## config.mk

```make
export PLATFORM = sky130hd
export DESIGN_NAME = grid_rect_first_fit_allocator
export DESIGN_NICKNAME = d
export VERILOG_FILES = /design/src/grff_pkg.sv /design/src/grff_ram.sv /design/src/grid_rect_first_fit_allocator.sv
export VERILOG_INCLUDE_DIRS = /design/src /design/src/src
export SDC_FILE = /design/constraint.sdc
export NUM_CORES = 2
export LEC_CHECK = 0
export ABC_AREA = 1
export BUFFER_PORTS_ARGS = -buffer_cell sky130_fd_sc_hd__buf_2
export CAP_MARGIN = 5
export CORE_MARGIN = 3
export CORE_UTILIZATION = 40
export DETAILED_ROUTE_END_ITERATION = 6
export HOLD_SLACK_MARGIN = 0.15
export PLACE_DENSITY = 0.67
export SLEW_MARGIN = 25
export SYNTH_ARGS = -nofsm -noshare
export SYNTH_HDL_FRONTEND = slang
export SYNTH_HIERARCHICAL = 1
export SYNTH_SLANG_ARGS = --single-unit
```

## constraint.sdc

```tcl
create_clock -name clk -period 7.56 [get_ports clk]
set_clock_uncertainty 0.1 [all_clocks]
set_input_delay 0.756 -clock clk [delete_from_list [all_inputs] [get_ports clk]]
set_output_delay 0.756 -clock clk [all_outputs]
set_load 0.1 [all_outputs]
```

## src/grid_rect_first_fit_allocator_macros.svh

```systemverilog
// ---------------------------------------------------------------------------
// Assertion macros for the rectangle allocator
// Concurrent checks that drop out when SYNTH is defined.
// ---------------------------------------------------------------------------
`ifndef GRID_RECT_FIRST_FIT_ALLOCATOR_MACROS_SVH
`define GRID_RECT_FIRST_FIT_ALLOCATOR_MACROS_SVH

`ifndef SYNTH
// same-cycle implication
`define GRFF_ASSERT_IMP(label, clk, rst, ante, cons) \
  label: assert property (@(posedge clk) disable iff (rst) (ante) |-> (cons)) \
    else $error("grff check failed");
// next-cycle implication
`define GRFF_ASSERT_NXT(label, clk, rst, ante, cons) \
  label: assert property (@(posedge clk) disable iff (rst) (ante) |=> (cons)) \
    else $error("grff check failed");
`else
`define GRFF_ASSERT_IMP(label, clk, rst, ante, cons)
`define GRFF_ASSERT_NXT(label, clk, rst, ante, cons)
`endif

`endif

```

## src/grff_pkg.sv

```systemverilog
// ---------------------------------------------------------------------------
// grff_pkg
// Shared constants for the rectangle allocator.
// ---------------------------------------------------------------------------
`default_nettype none

package grff_pkg;

  localparam int DEF_MAX_ROWS    = 16;
  localparam int DEF_MAX_COLUMNS = 16;
  localparam int DEF_ID_BITS     = 8;

  localparam int CELL_BITS   = 8;
  localparam int OWNER_BITS  = 8;
  localparam int DIM_BITS    = 5;
  localparam int INDEX_BITS  = 8;

  localparam int APB_ADDR_BITS = 3;
  localparam int APB_DATA_BITS = 32;

  localparam logic [DIM_BITS-1:0] DIM_RESET = 5'd16;

  // register select, taken from paddr[2]
  localparam logic REG_ROWS    = 1'b0;
  localparam logic REG_COLUMNS = 1'b1;

  localparam logic OP_PLACE = 1'b0;
  localparam logic OP_READ  = 1'b1;

endpackage

`default_nettype wire

```

## src/grff_ram.sv

```systemverilog
// ---------------------------------------------------------------------------
// grff_ram
// Simple dual-port RAM, one write and one registered read per cycle.
// ---------------------------------------------------------------------------
`default_nettype none

module grff_ram #(
  parameter int WIDTH = 8,
  parameter int DEPTH = 256,
  localparam int AW = (DEPTH > 1) ? $clog2(DEPTH) : 1
) (
  input  wire logic             clk,
  input  wire logic             we,
  input  wire logic [AW-1:0]    waddr,
  input  wire logic [WIDTH-1:0] wdata,
  input  wire logic [AW-1:0]    raddr,
  output logic      [WIDTH-1:0] rdata
);

  logic [WIDTH-1:0] mem [DEPTH];

  // read returns the old contents on a same-address write
  always_ff @(posedge clk) begin
    if (we) begin
      mem[waddr] <= wdata;
    end
    rdata <= mem[raddr];
  end

endmodule

`default_nettype wire

```

## src/grid_rect_first_fit_allocator.sv

```systemverilog
// Read request: S_READ takes the cell read at accept; S_RESP loads the
// output register once free. Place request: a scan of up to rows*columns
// cells (one store read per cycle), then a width*height fill (one store
// write per cycle), then the output load. One request is in work at a
// time. Reset clears all MAX_ROWS*MAX_COLUMNS store cells in a sweep; no
// request is taken until it ends. Register writes are taken throughout.
// ---------------------------------------------------------------------------
// grid_rect_first_fit_allocator
// First-fit rectangle placement over an occupancy grid held in RAM.
// The scan keeps a horizontal run of empty cells and, per column, a count of
// stacked rows whose run reaches the width; the first bottom-right corner
// whose count reaches the height marks the first fitting position.
// ---------------------------------------------------------------------------
`default_nettype none

`include "grid_rect_first_fit_allocator_macros.svh"

module grid_rect_first_fit_allocator #(
  parameter int MAX_ROWS    = grff_pkg::DEF_MAX_ROWS,
  parameter int MAX_COLUMNS = grff_pkg::DEF_MAX_COLUMNS,
  parameter int ID_BITS     = grff_pkg::DEF_ID_BITS
) (
  input  wire logic                                 clk,
  input  wire logic                                 rst,
  input  wire logic                                 psel,
  input  wire logic                                 penable,
  input  wire logic                                 pwrite,
  input  wire logic [grff_pkg::APB_ADDR_BITS-1:0]   paddr,
  input  wire logic [grff_pkg::APB_DATA_BITS-1:0]   pwdata,
  output logic      [grff_pkg::APB_DATA_BITS-1:0]   prdata,
  output logic                                      pready,
  input  wire logic                                 req_valid,
  output logic                                      req_ready,
  input  wire logic                                 op,
  input  wire logic [grff_pkg::OWNER_BITS-1:0]      owner_id,
  input  wire logic [grff_pkg::DIM_BITS-1:0]        rect_width,
  input  wire logic [grff_pkg::DIM_BITS-1:0]        rect_height,
  input  wire logic [grff_pkg::INDEX_BITS-1:0]      cell_index,
  output logic                                      rsp_valid,
  input  wire logic                                 rsp_ready,
  output logic                                      placed,
  output logic      [grff_pkg::INDEX_BITS-1:0]      top_left_index,
  output logic      [grff_pkg::OWNER_BITS-1:0]      cell_owner,
  output logic                                      index_ok
);

  import grff_pkg::*;

  localparam int DEPTH    = MAX_ROWS * MAX_COLUMNS;
  localparam int ADDR_W   = (DEPTH > 1) ? $clog2(DEPTH) : 1;
  localparam int RW       = $clog2(MAX_ROWS + 1);
  localparam int CW       = $clog2(MAX_COLUMNS + 1);
  localparam int COL_AW   = (MAX_COLUMNS > 1) ? $clog2(MAX_COLUMNS) : 1;
  localparam int CELLS_W  = $clog2(DEPTH + 1);
  localparam int CELL_W   = (ID_BITS < CELL_BITS) ? ID_BITS : CELL_BITS;

  typedef enum logic [5:0] {
    S_CLEAR = 6'b000001,
    S_IDLE  = 6'b000010,
    S_READ  = 6'b000100,
    S_SCAN  = 6'b001000,
    S_FILL  = 6'b010000,
    S_RESP  = 6'b100000
  } state_t;

  state_t state;

  // configuration
  logic [DIM_BITS-1:0] grid_rows;
  logic [DIM_BITS-1:0] grid_columns;
  logic                cfg_we;

  logic [RW-1:0]         rows_eff;
  logic [CW-1:0]         cols_eff;
  logic [RW+CW-1:0]      cells_prod;
  logic [CELLS_W-1:0]    cells;

  // request
  logic [CELL_W-1:0] id_q;
  logic [CW-1:0]     w_q;
  logic [RW-1:0]     h_q;
  logic [CW-1:0]     row_step;
  logic              req_xfer;
  logic              place_fits;

  // scan issue side
  logic [ADDR_W-1:0] scan_addr;
  logic [COL_AW-1:0] scan_c;
  logic              scan_first;
  logic              scan_go;
  logic              scan_last;
  logic              scan_issue;

  // scan compute side, registered from the issue side
  logic              p_valid;
  logic [ADDR_W-1:0] p_addr;
  logic [COL_AW-1:0] p_c;
  logic              p_first;
  logic              p_last;
  logic [CW-1:0]     run;
  logic [CW-1:0]     run_next;
  logic [RW-1:0]     v_prev;
  logic [RW-1:0]     v_next;
  logic              row_ok;
  logic              hit;
  logic              fwd_valid;
  logic [COL_AW-1:0] fwd_c;
  logic [RW-1:0]     fwd_v;

  // fill
  logic [ADDR_W-1:0] fill_addr;
  logic [CW-1:0]     fc;
  logic [RW-1:0]     fr;

  // result
  logic                  res_placed;
  logic [INDEX_BITS-1:0] res_tl;
  logic [OWNER_BITS-1:0] res_owner;
  logic                  res_ok;
  logic                  out_free;

  // memories
  logic              st_we;
  logic [ADDR_W-1:0] st_addr;
  logic [CELL_W-1:0] st_wdata;
  logic [CELL_W-1:0] st_rdata;
  logic              v_we;
  logic [RW-1:0]     v_rdata;

  // ---------------------------------------------------------------------
  // configuration port
  // ---------------------------------------------------------------------
  assign pready = 1'b1;
  assign cfg_we = psel & penable & pwrite & pready;

  always_ff @(posedge clk) begin
    if (rst) begin
      grid_rows    <= DIM_RESET;
      grid_columns <= DIM_RESET;
    end else if (cfg_we) begin
      unique case (paddr[2])
        REG_ROWS:    grid_rows    <= pwdata[DIM_BITS-1:0];
        REG_COLUMNS: grid_columns <= pwdata[DIM_BITS-1:0];
        default: ;
      endcase
    end
  end

  always_comb begin
    unique case (paddr[2])
      REG_ROWS:    prdata = APB_DATA_BITS'(grid_rows);
      REG_COLUMNS: prdata = APB_DATA_BITS'(grid_columns);
      default:     prdata = '0;
    endcase
  end

  assign rows_eff = (32'(grid_rows) > MAX_ROWS) ? RW'(MAX_ROWS) : RW'(grid_rows);
  assign cols_eff = (32'(grid_columns) > MAX_COLUMNS) ? CW'(MAX_COLUMNS)
                                                      : CW'(grid_columns);
  assign cells_prod = {{CW{1'b0}}, rows_eff} * {{RW{1'b0}}, cols_eff};
  assign cells      = CELLS_W'(cells_prod);

  // ---------------------------------------------------------------------
  // request decode
  // ---------------------------------------------------------------------
  assign req_ready  = (state == S_IDLE);
  assign req_xfer   = req_valid & req_ready;
  assign place_fits = (rect_width != '0) && (rect_height != '0) &&
                      (32'(rect_width) <= 32'(cols_eff)) &&
                      (32'(rect_height) <= 32'(rows_eff));
  assign out_free   = !rsp_valid || rsp_ready;

  // ---------------------------------------------------------------------
  // scan datapath
  // ---------------------------------------------------------------------
  assign scan_issue = (state == S_SCAN) && scan_go;
  assign scan_last  = (32'(scan_addr) == 32'(cells) - 32'd1);

  always_comb begin
    run_next = '0;
    if (st_rdata == '0) begin
      if (p_c == '0) begin
        run_next = CW'(1);
      end else if (run == w_q) begin
        run_next = w_q;
      end else begin
        run_next = run + CW'(1);
      end
    end
    row_ok = (run_next == w_q);

    // first row starts from zero; with one column the last write is forwarded
    if (p_first) begin
      v_prev = '0;
    end else if (fwd_valid && (fwd_c == p_c)) begin
      v_prev = fwd_v;
    end else begin
      v_prev = v_rdata;
    end

    if (!row_ok) begin
      v_next = '0;
    end else if (v_prev == h_q) begin
      v_next = h_q;
    end else begin
      v_next = v_prev + RW'(1);
    end
    hit = (v_next == h_q);
  end

  assign v_we = (state == S_SCAN) && p_valid;

  // ---------------------------------------------------------------------
  // store port
  // ---------------------------------------------------------------------
  always_comb begin
    st_we    = 1'b0;
    st_addr  = scan_addr;
    st_wdata = id_q;
    unique case (state)
      S_CLEAR: begin
        st_we    = 1'b1;
        st_wdata = '0;
      end
      S_IDLE:  st_addr = ADDR_W'(cell_index);
      S_FILL: begin
        st_we   = 1'b1;
        st_addr = fill_addr;
      end
      default: ;
    endcase
  end

  grff_ram #(
    .WIDTH (CELL_W),
    .DEPTH (DEPTH)
  ) u_store (
    .clk   (clk),
    .we    (st_we),
    .waddr (st_addr),
    .wdata (st_wdata),
    .raddr (st_addr),
    .rdata (st_rdata)
  );

  grff_ram #(
    .WIDTH (RW),
    .DEPTH (MAX_COLUMNS)
  ) u_stack (
    .clk   (clk),
    .we    (v_we),
    .waddr (p_c),
    .wdata (v_next),
    .raddr (scan_c),
    .rdata (v_rdata)
  );

  // ---------------------------------------------------------------------
  // control
  // ---------------------------------------------------------------------
  always_ff @(posedge clk) begin
    if (rst) begin
      state      <= S_CLEAR;
      scan_addr  <= '0;
      scan_go    <= 1'b0;
      p_valid    <= 1'b0;
      fwd_valid  <= 1'b0;
    end else begin
      unique case (state)
        S_CLEAR: begin
          if (32'(scan_addr) == DEPTH - 1) begin
            state <= S_IDLE;
          end else begin
            scan_addr <= scan_addr + ADDR_W'(1);
          end
        end

        S_IDLE: begin
          if (req_xfer) begin
            res_placed <= 1'b0;
            res_tl     <= '0;
            res_owner  <= '0;
            res_ok     <= (op == OP_READ) && (32'(cell_index) < 32'(cells));
            if (op == OP_READ) begin
              state  <= S_READ;
            end else if (place_fits) begin
              id_q       <= owner_id[CELL_W-1:0];
              w_q        <= CW'(rect_width);
              h_q        <= RW'(rect_height);
              row_step   <= CW'(32'(cols_eff) - 32'(rect_width) + 32'd1);
              scan_addr  <= '0;
              scan_c     <= '0;
              scan_first <= 1'b1;
              scan_go    <= 1'b1;
              p_valid    <= 1'b0;
              fwd_valid  <= 1'b0;
              state      <= S_SCAN;
            end else begin
              state <= S_RESP;
            end
          end
        end

        S_READ: begin
          if (res_ok) begin
            res_owner <= OWNER_BITS'(st_rdata);
          end
          state <= S_RESP;
        end

        S_SCAN: begin
          // issue side; drop the pipeline once a corner is found
          p_valid <= scan_issue && !(p_valid && hit);
          p_addr  <= scan_addr;
          p_c     <= scan_c;
          p_first <= scan_first;
          p_last  <= scan_last;
          if ((scan_issue && scan_last) || (p_valid && hit)) begin
            scan_go <= 1'b0;
          end
          if (scan_issue) begin
            scan_addr <= scan_addr + ADDR_W'(1);
            if (32'(scan_c) == 32'(cols_eff) - 32'd1) begin
              scan_c     <= '0;
              scan_first <= 1'b0;
            end else begin
              scan_c <= scan_c + COL_AW'(1);
            end
          end
          // compute side
          if (p_valid) begin
            run       <= run_next;
            fwd_valid <= 1'b1;
            fwd_c     <= p_c;
            fwd_v     <= v_next;
            if (hit) begin
              // corner found: fill backward from the bottom-right cell
              fill_addr <= p_addr;
              fc        <= '0;
              fr        <= '0;
              state     <= S_FILL;
            end else if (p_last) begin
              state   <= S_RESP;
            end
          end
        end

        S_FILL: begin
          if (fc == w_q - CW'(1)) begin
            fc <= '0;
            if (fr == h_q - RW'(1)) begin
              res_placed <= 1'b1;
              res_tl     <= INDEX_BITS'(fill_addr);
              state      <= S_RESP;
            end else begin
              fr        <= fr + RW'(1);
              fill_addr <= fill_addr - ADDR_W'(row_step);
            end
          end else begin
            fc        <= fc + CW'(1);
            fill_addr <= fill_addr - ADDR_W'(1);
          end
        end

        S_RESP: begin
          if (out_free) begin
            state     <= S_IDLE;
          end
        end

        default: state <= S_CLEAR;
      endcase
    end
  end

  // response valid: set when a result is loaded, clear on its transfer
  always_ff @(posedge clk) begin
    if (rst) begin
      rsp_valid <= 1'b0;
    end else if ((state == S_RESP) && out_free) begin
      rsp_valid <= 1'b1;
    end else if (rsp_ready) begin
      rsp_valid <= 1'b0;
    end
  end

  // output register, loaded when the slot is free
  always_ff @(posedge clk) begin
    if ((state == S_RESP) && out_free) begin
      placed         <= res_placed;
      top_left_index <= res_tl;
      cell_owner     <= res_owner;
      index_ok       <= res_ok;
    end
  end

  // ---------------------------------------------------------------------
  // checks
  // ---------------------------------------------------------------------
`GRFF_ASSERT_IMP(a_fill_in_grid, clk, rst, state == S_FILL, 32'(fill_addr) < 32'(cells))
`GRFF_ASSERT_IMP(a_fill_cnt, clk, rst, state == S_FILL, (fc < w_q) && (fr < h_q))
`GRFF_ASSERT_IMP(a_pipe_in_scan, clk, rst, p_valid, state == S_SCAN)
`GRFF_ASSERT_NXT(a_xfer_busy, clk, rst, req_valid && req_ready, state != S_IDLE)

endmodule

`default_nettype wire

```

==> qor.csv <==
metric,value,unit
run status,finished with violations,
violations in the final reports,DRC,
"Warnings, synthesis",6,
Placeable Area,238000,um2
final layout net count,8367,
Die Span Y,495,um
overall die width,495,um
cell area power density,347,nW/um2
syn_area_per_cell,11.5,um2
clock transition time at the flip-flop clock pins of the worst setup and hold paths,0.06,ns
via total after detailed routing,63200,
mean routed wirelength per cell,21.2,um
hold violation total from the final report,0,
Resized Gates After CTS,0,
classification of the worst setup path,reg2reg,
number of CTS-inserted buffers,214,
clk_lat worst skew,0.85,ns
"commonest cells after routing, fill and taps aside","nand2_1, edfxtp_1, nand3_1, nor2_1, inv_1",
ys flop type,edfxtp_1,
gate count after technology mapping,8342,
highest net fanout along the worst path,119,
Avg Vias per Cell,5.45,
Hold Path Depth,4,
portion of the clock cycle consumed by the worst path in the final layout,77.3,%
maximum ir drop on the vdd rail,0.000482,V
die footprint,245000,um2
Rel. slew slack,16.9,%
static leakage,0.0376,uW
unrepaired setup endpoints after global routing,false,
H-tree depth,4,
initial antenna violation count,6,
weighted congestion at the end of routability-driven global placement,0.862,
cell accounting for the most synthesized area,edfxtp_1,
area used by multi-input combinational logic,24100,um2
asr flop ratio synth,0,%
IO buf count,64,
Post-Place Cells,11200,
share of the synthesized area in the top cell type,70.1,%
grt ovf,0,
pins over their slew limit,0,
Post-CTS Setup Repair Bufs,0,
Rows,179,
Worst Reg2Reg Path Length in Cells,20,
number of violations of the max-capacitance limit,0,
maximum number of pins on one net before global-route repair,206,
CTS Root Buffer Type,clkbuf_16,
num ports,122,
Mapped Area,95800,um2
sequential standard cell area,68000,um2
post-cts hold buffer count,23,
worst setup path startpoint,state[5]$_SDFFE_PP0P_,
DRC viols,4,
endpoint with the worst hold slack,grid_rows[4]$_SDFFE_PP1P_,
Tot GR Track Use,19.6,%
fraction of layout instances using a drive strength above 1,7.03,%
Worst EP arrival,6.54,ns
FF-to-FF End,u_store/rdata[7]$_DFF_P_,
pin slew with the least headroom to its limit,1.25,ns
worst reg2reg path startpoint,state[5]$_SDFFE_PP0P_,
number of library cell types mapped by synthesis,55,
via count of the first global-routing pass,59800,
share of the yosys chip area belonging to registers,71.0,%
flop2flop setup slack,1.72,ns
Syn-to-layout area delta,10.6,%
"commonest non-fill, non-tap cell in the layout",nand2_1,
number of sinks driven by the clock tree,2279,
type of origin of the critical path,register,
final critical delay including setup and external delays,5.84,ns
setup TNS,0,ns
Final setup violation count,0,
violation count after the first detailed-routing iteration,7707,
post-detail-place hpwl,139,mm
TritonRoute pass-1 iters,7,
initial core utilization,40.3,%
wire length of the first global-routing pass,369,mm
crit path capture type,register,
Post-synth EDFFs,2238,
flop and latch count out of synthesis,2279,
class of the most critical hold timing path,in2reg,
hold path startpoint,penable,
post-layout util,44.5,%
Final Instance Count excl. Fillers,11600,
remaining number of nets flagged by the antenna check after routing,0,
Post-Route WL,245,mm
"buffers from clock root to sink, at most",3,
fmax,171,MHz
number of filler cells placed in the layout,21200,
TritonCTS clock tree,yes,
required time of the worst setup path,8.25,ns
top cells by area in the synthesized netlist,"edfxtp_1, nand3_1, nand2_1",
[metrics by stage]
step | instance area (um2) | hold slack [ns] | power [uW] | setup WS, ns
global route | 106000 | 0.237 | 38400 | 1.34
finish | 106000 | 0.228 | 36800 | 1.72
detailed placement | 98600 | 0.305 | 26200 | 1.81
global placement | 98600 | 0.310 | 25900 | 1.92
CTS | 106000 | 0.158 | 36900 | 1.82
floorplan | 95900 | 0.300 | 23100 | 3.03
[worst max-delay path by stage]
stage | to | cells after the start | slack (ns)
3_3_place_gp | u_store/rdata[2]$_DFF_P_ | 20 | 1.92
4_1_cts | u_store/rdata[2]$_DFF_P_ | 20 | 1.82
3_5_place_dp | u_store/rdata[2]$_DFF_P_ | 20 | 1.81
6_report | u_store/rdata[7]$_DFF_P_ | 20 | 1.72
2_1_floorplan | u_store/mem[0][0]$_DFFE_PP_ | 5 | 3.03
5_1_grt | u_store/rdata[4]$_DFF_P_ | 20 | 1.34
[sequential cells by signal, summed over array words and instances (netlist names), 5 cells and up]
name            flops
fc                  5
grid_rows           5
fr                  5
run                 5
h_q                 5
scan_addr           8
cell_owner          8
u_store/mem      2048
top_left_index      8
id_q                8
u_stack/rdata       5
res_owner           8
fwd_v               5
u_stack/mem        80
fill_addr           8
row_step            5
p_addr              8
grid_columns        5
state               6
res_tl              8
w_q                 5
u_store/rdata       8
[synthesized netlist by cell type, types with 4 or more instances]
library cell,number
inv_1,245
edfxtp_1,2238
nor2_1,404
nand3_2,9
nand2_2,32
inv_2,37
or2_2,4
nand2_1,2374
nor2_2,9
nor3_1,16
xnor2_1,20
nor4_1,5
o21ai_0,33
xor2_1,35
dfxtp_1,41
buf_4,78
a21oi_1,35
ha_1,53
a221o_1,7
buf_6,20
nand3_1,2115
nand4_1,34
a31oi_1,4
a211oi_1,6
buf_2,273
clkbuf_1,121
fa_1,11
buf_1,40
[kinds of logic after synthesis]
kind of cell | count (synthesis) | share of synthesized area (%)
DFF | 2279 | 71.0
and+or+nand+nor | 5021 | 22.9
AOI/OAI and AO/OA | 101 | 0.625
xor gates and xnor gates | 55 | 0.503
buffers and inverters | 820 | 4.09
adders and majority gates | 64 | 0.922
other | 2 | 0.00784
[worst max-delay path: stages, from the launching register on]
cell and delay [ns]:
dfxtp_1 0.33, nor2_1 0.18, inv_1 0.13, nor4_4 0.83, inv_2 0.23, nand2_1 0.16
inv_1 0.20, a221o_4 0.69, buf_4 0.30, inv_16 0.36, buf_4 0.57, nand2_1 0.13
nand3_1 0.10, nand3_1 0.09, nand3_1 0.14, nand3_1 0.15, nand3_1 0.16, nand3_1 0.20
nand2_1 0.29, nand2_1 0.14, nand2_1 0.10
[layout make-up]
type	instances	share of cell area [%]
diodes	4	0.00944
clock buffers	274	5.32
clock inverters	129	1.37
inverters	285	1.11
multi-input cells	5269	22.7
flip-flops and latches	2279	64.2
well taps	3167	3.74
repair buffers	185	1.53
[routing by layer]
metal	up-vias	GRT usage (%)	wire, um
met5	-	0	7
met4	2	7.30	8890
met3	459	3.76	23200
met2	3017	30.8	114000
met1	30800	27.0	99200
li1	29000	-	-
[power breakdown]
part           internal (uW)  switching, uW
Sequential             15900           63.8
Clock                   6090           4660
Combinational           2220           7850
Total                  24200          12600
(Power assumes the default switching activity.)
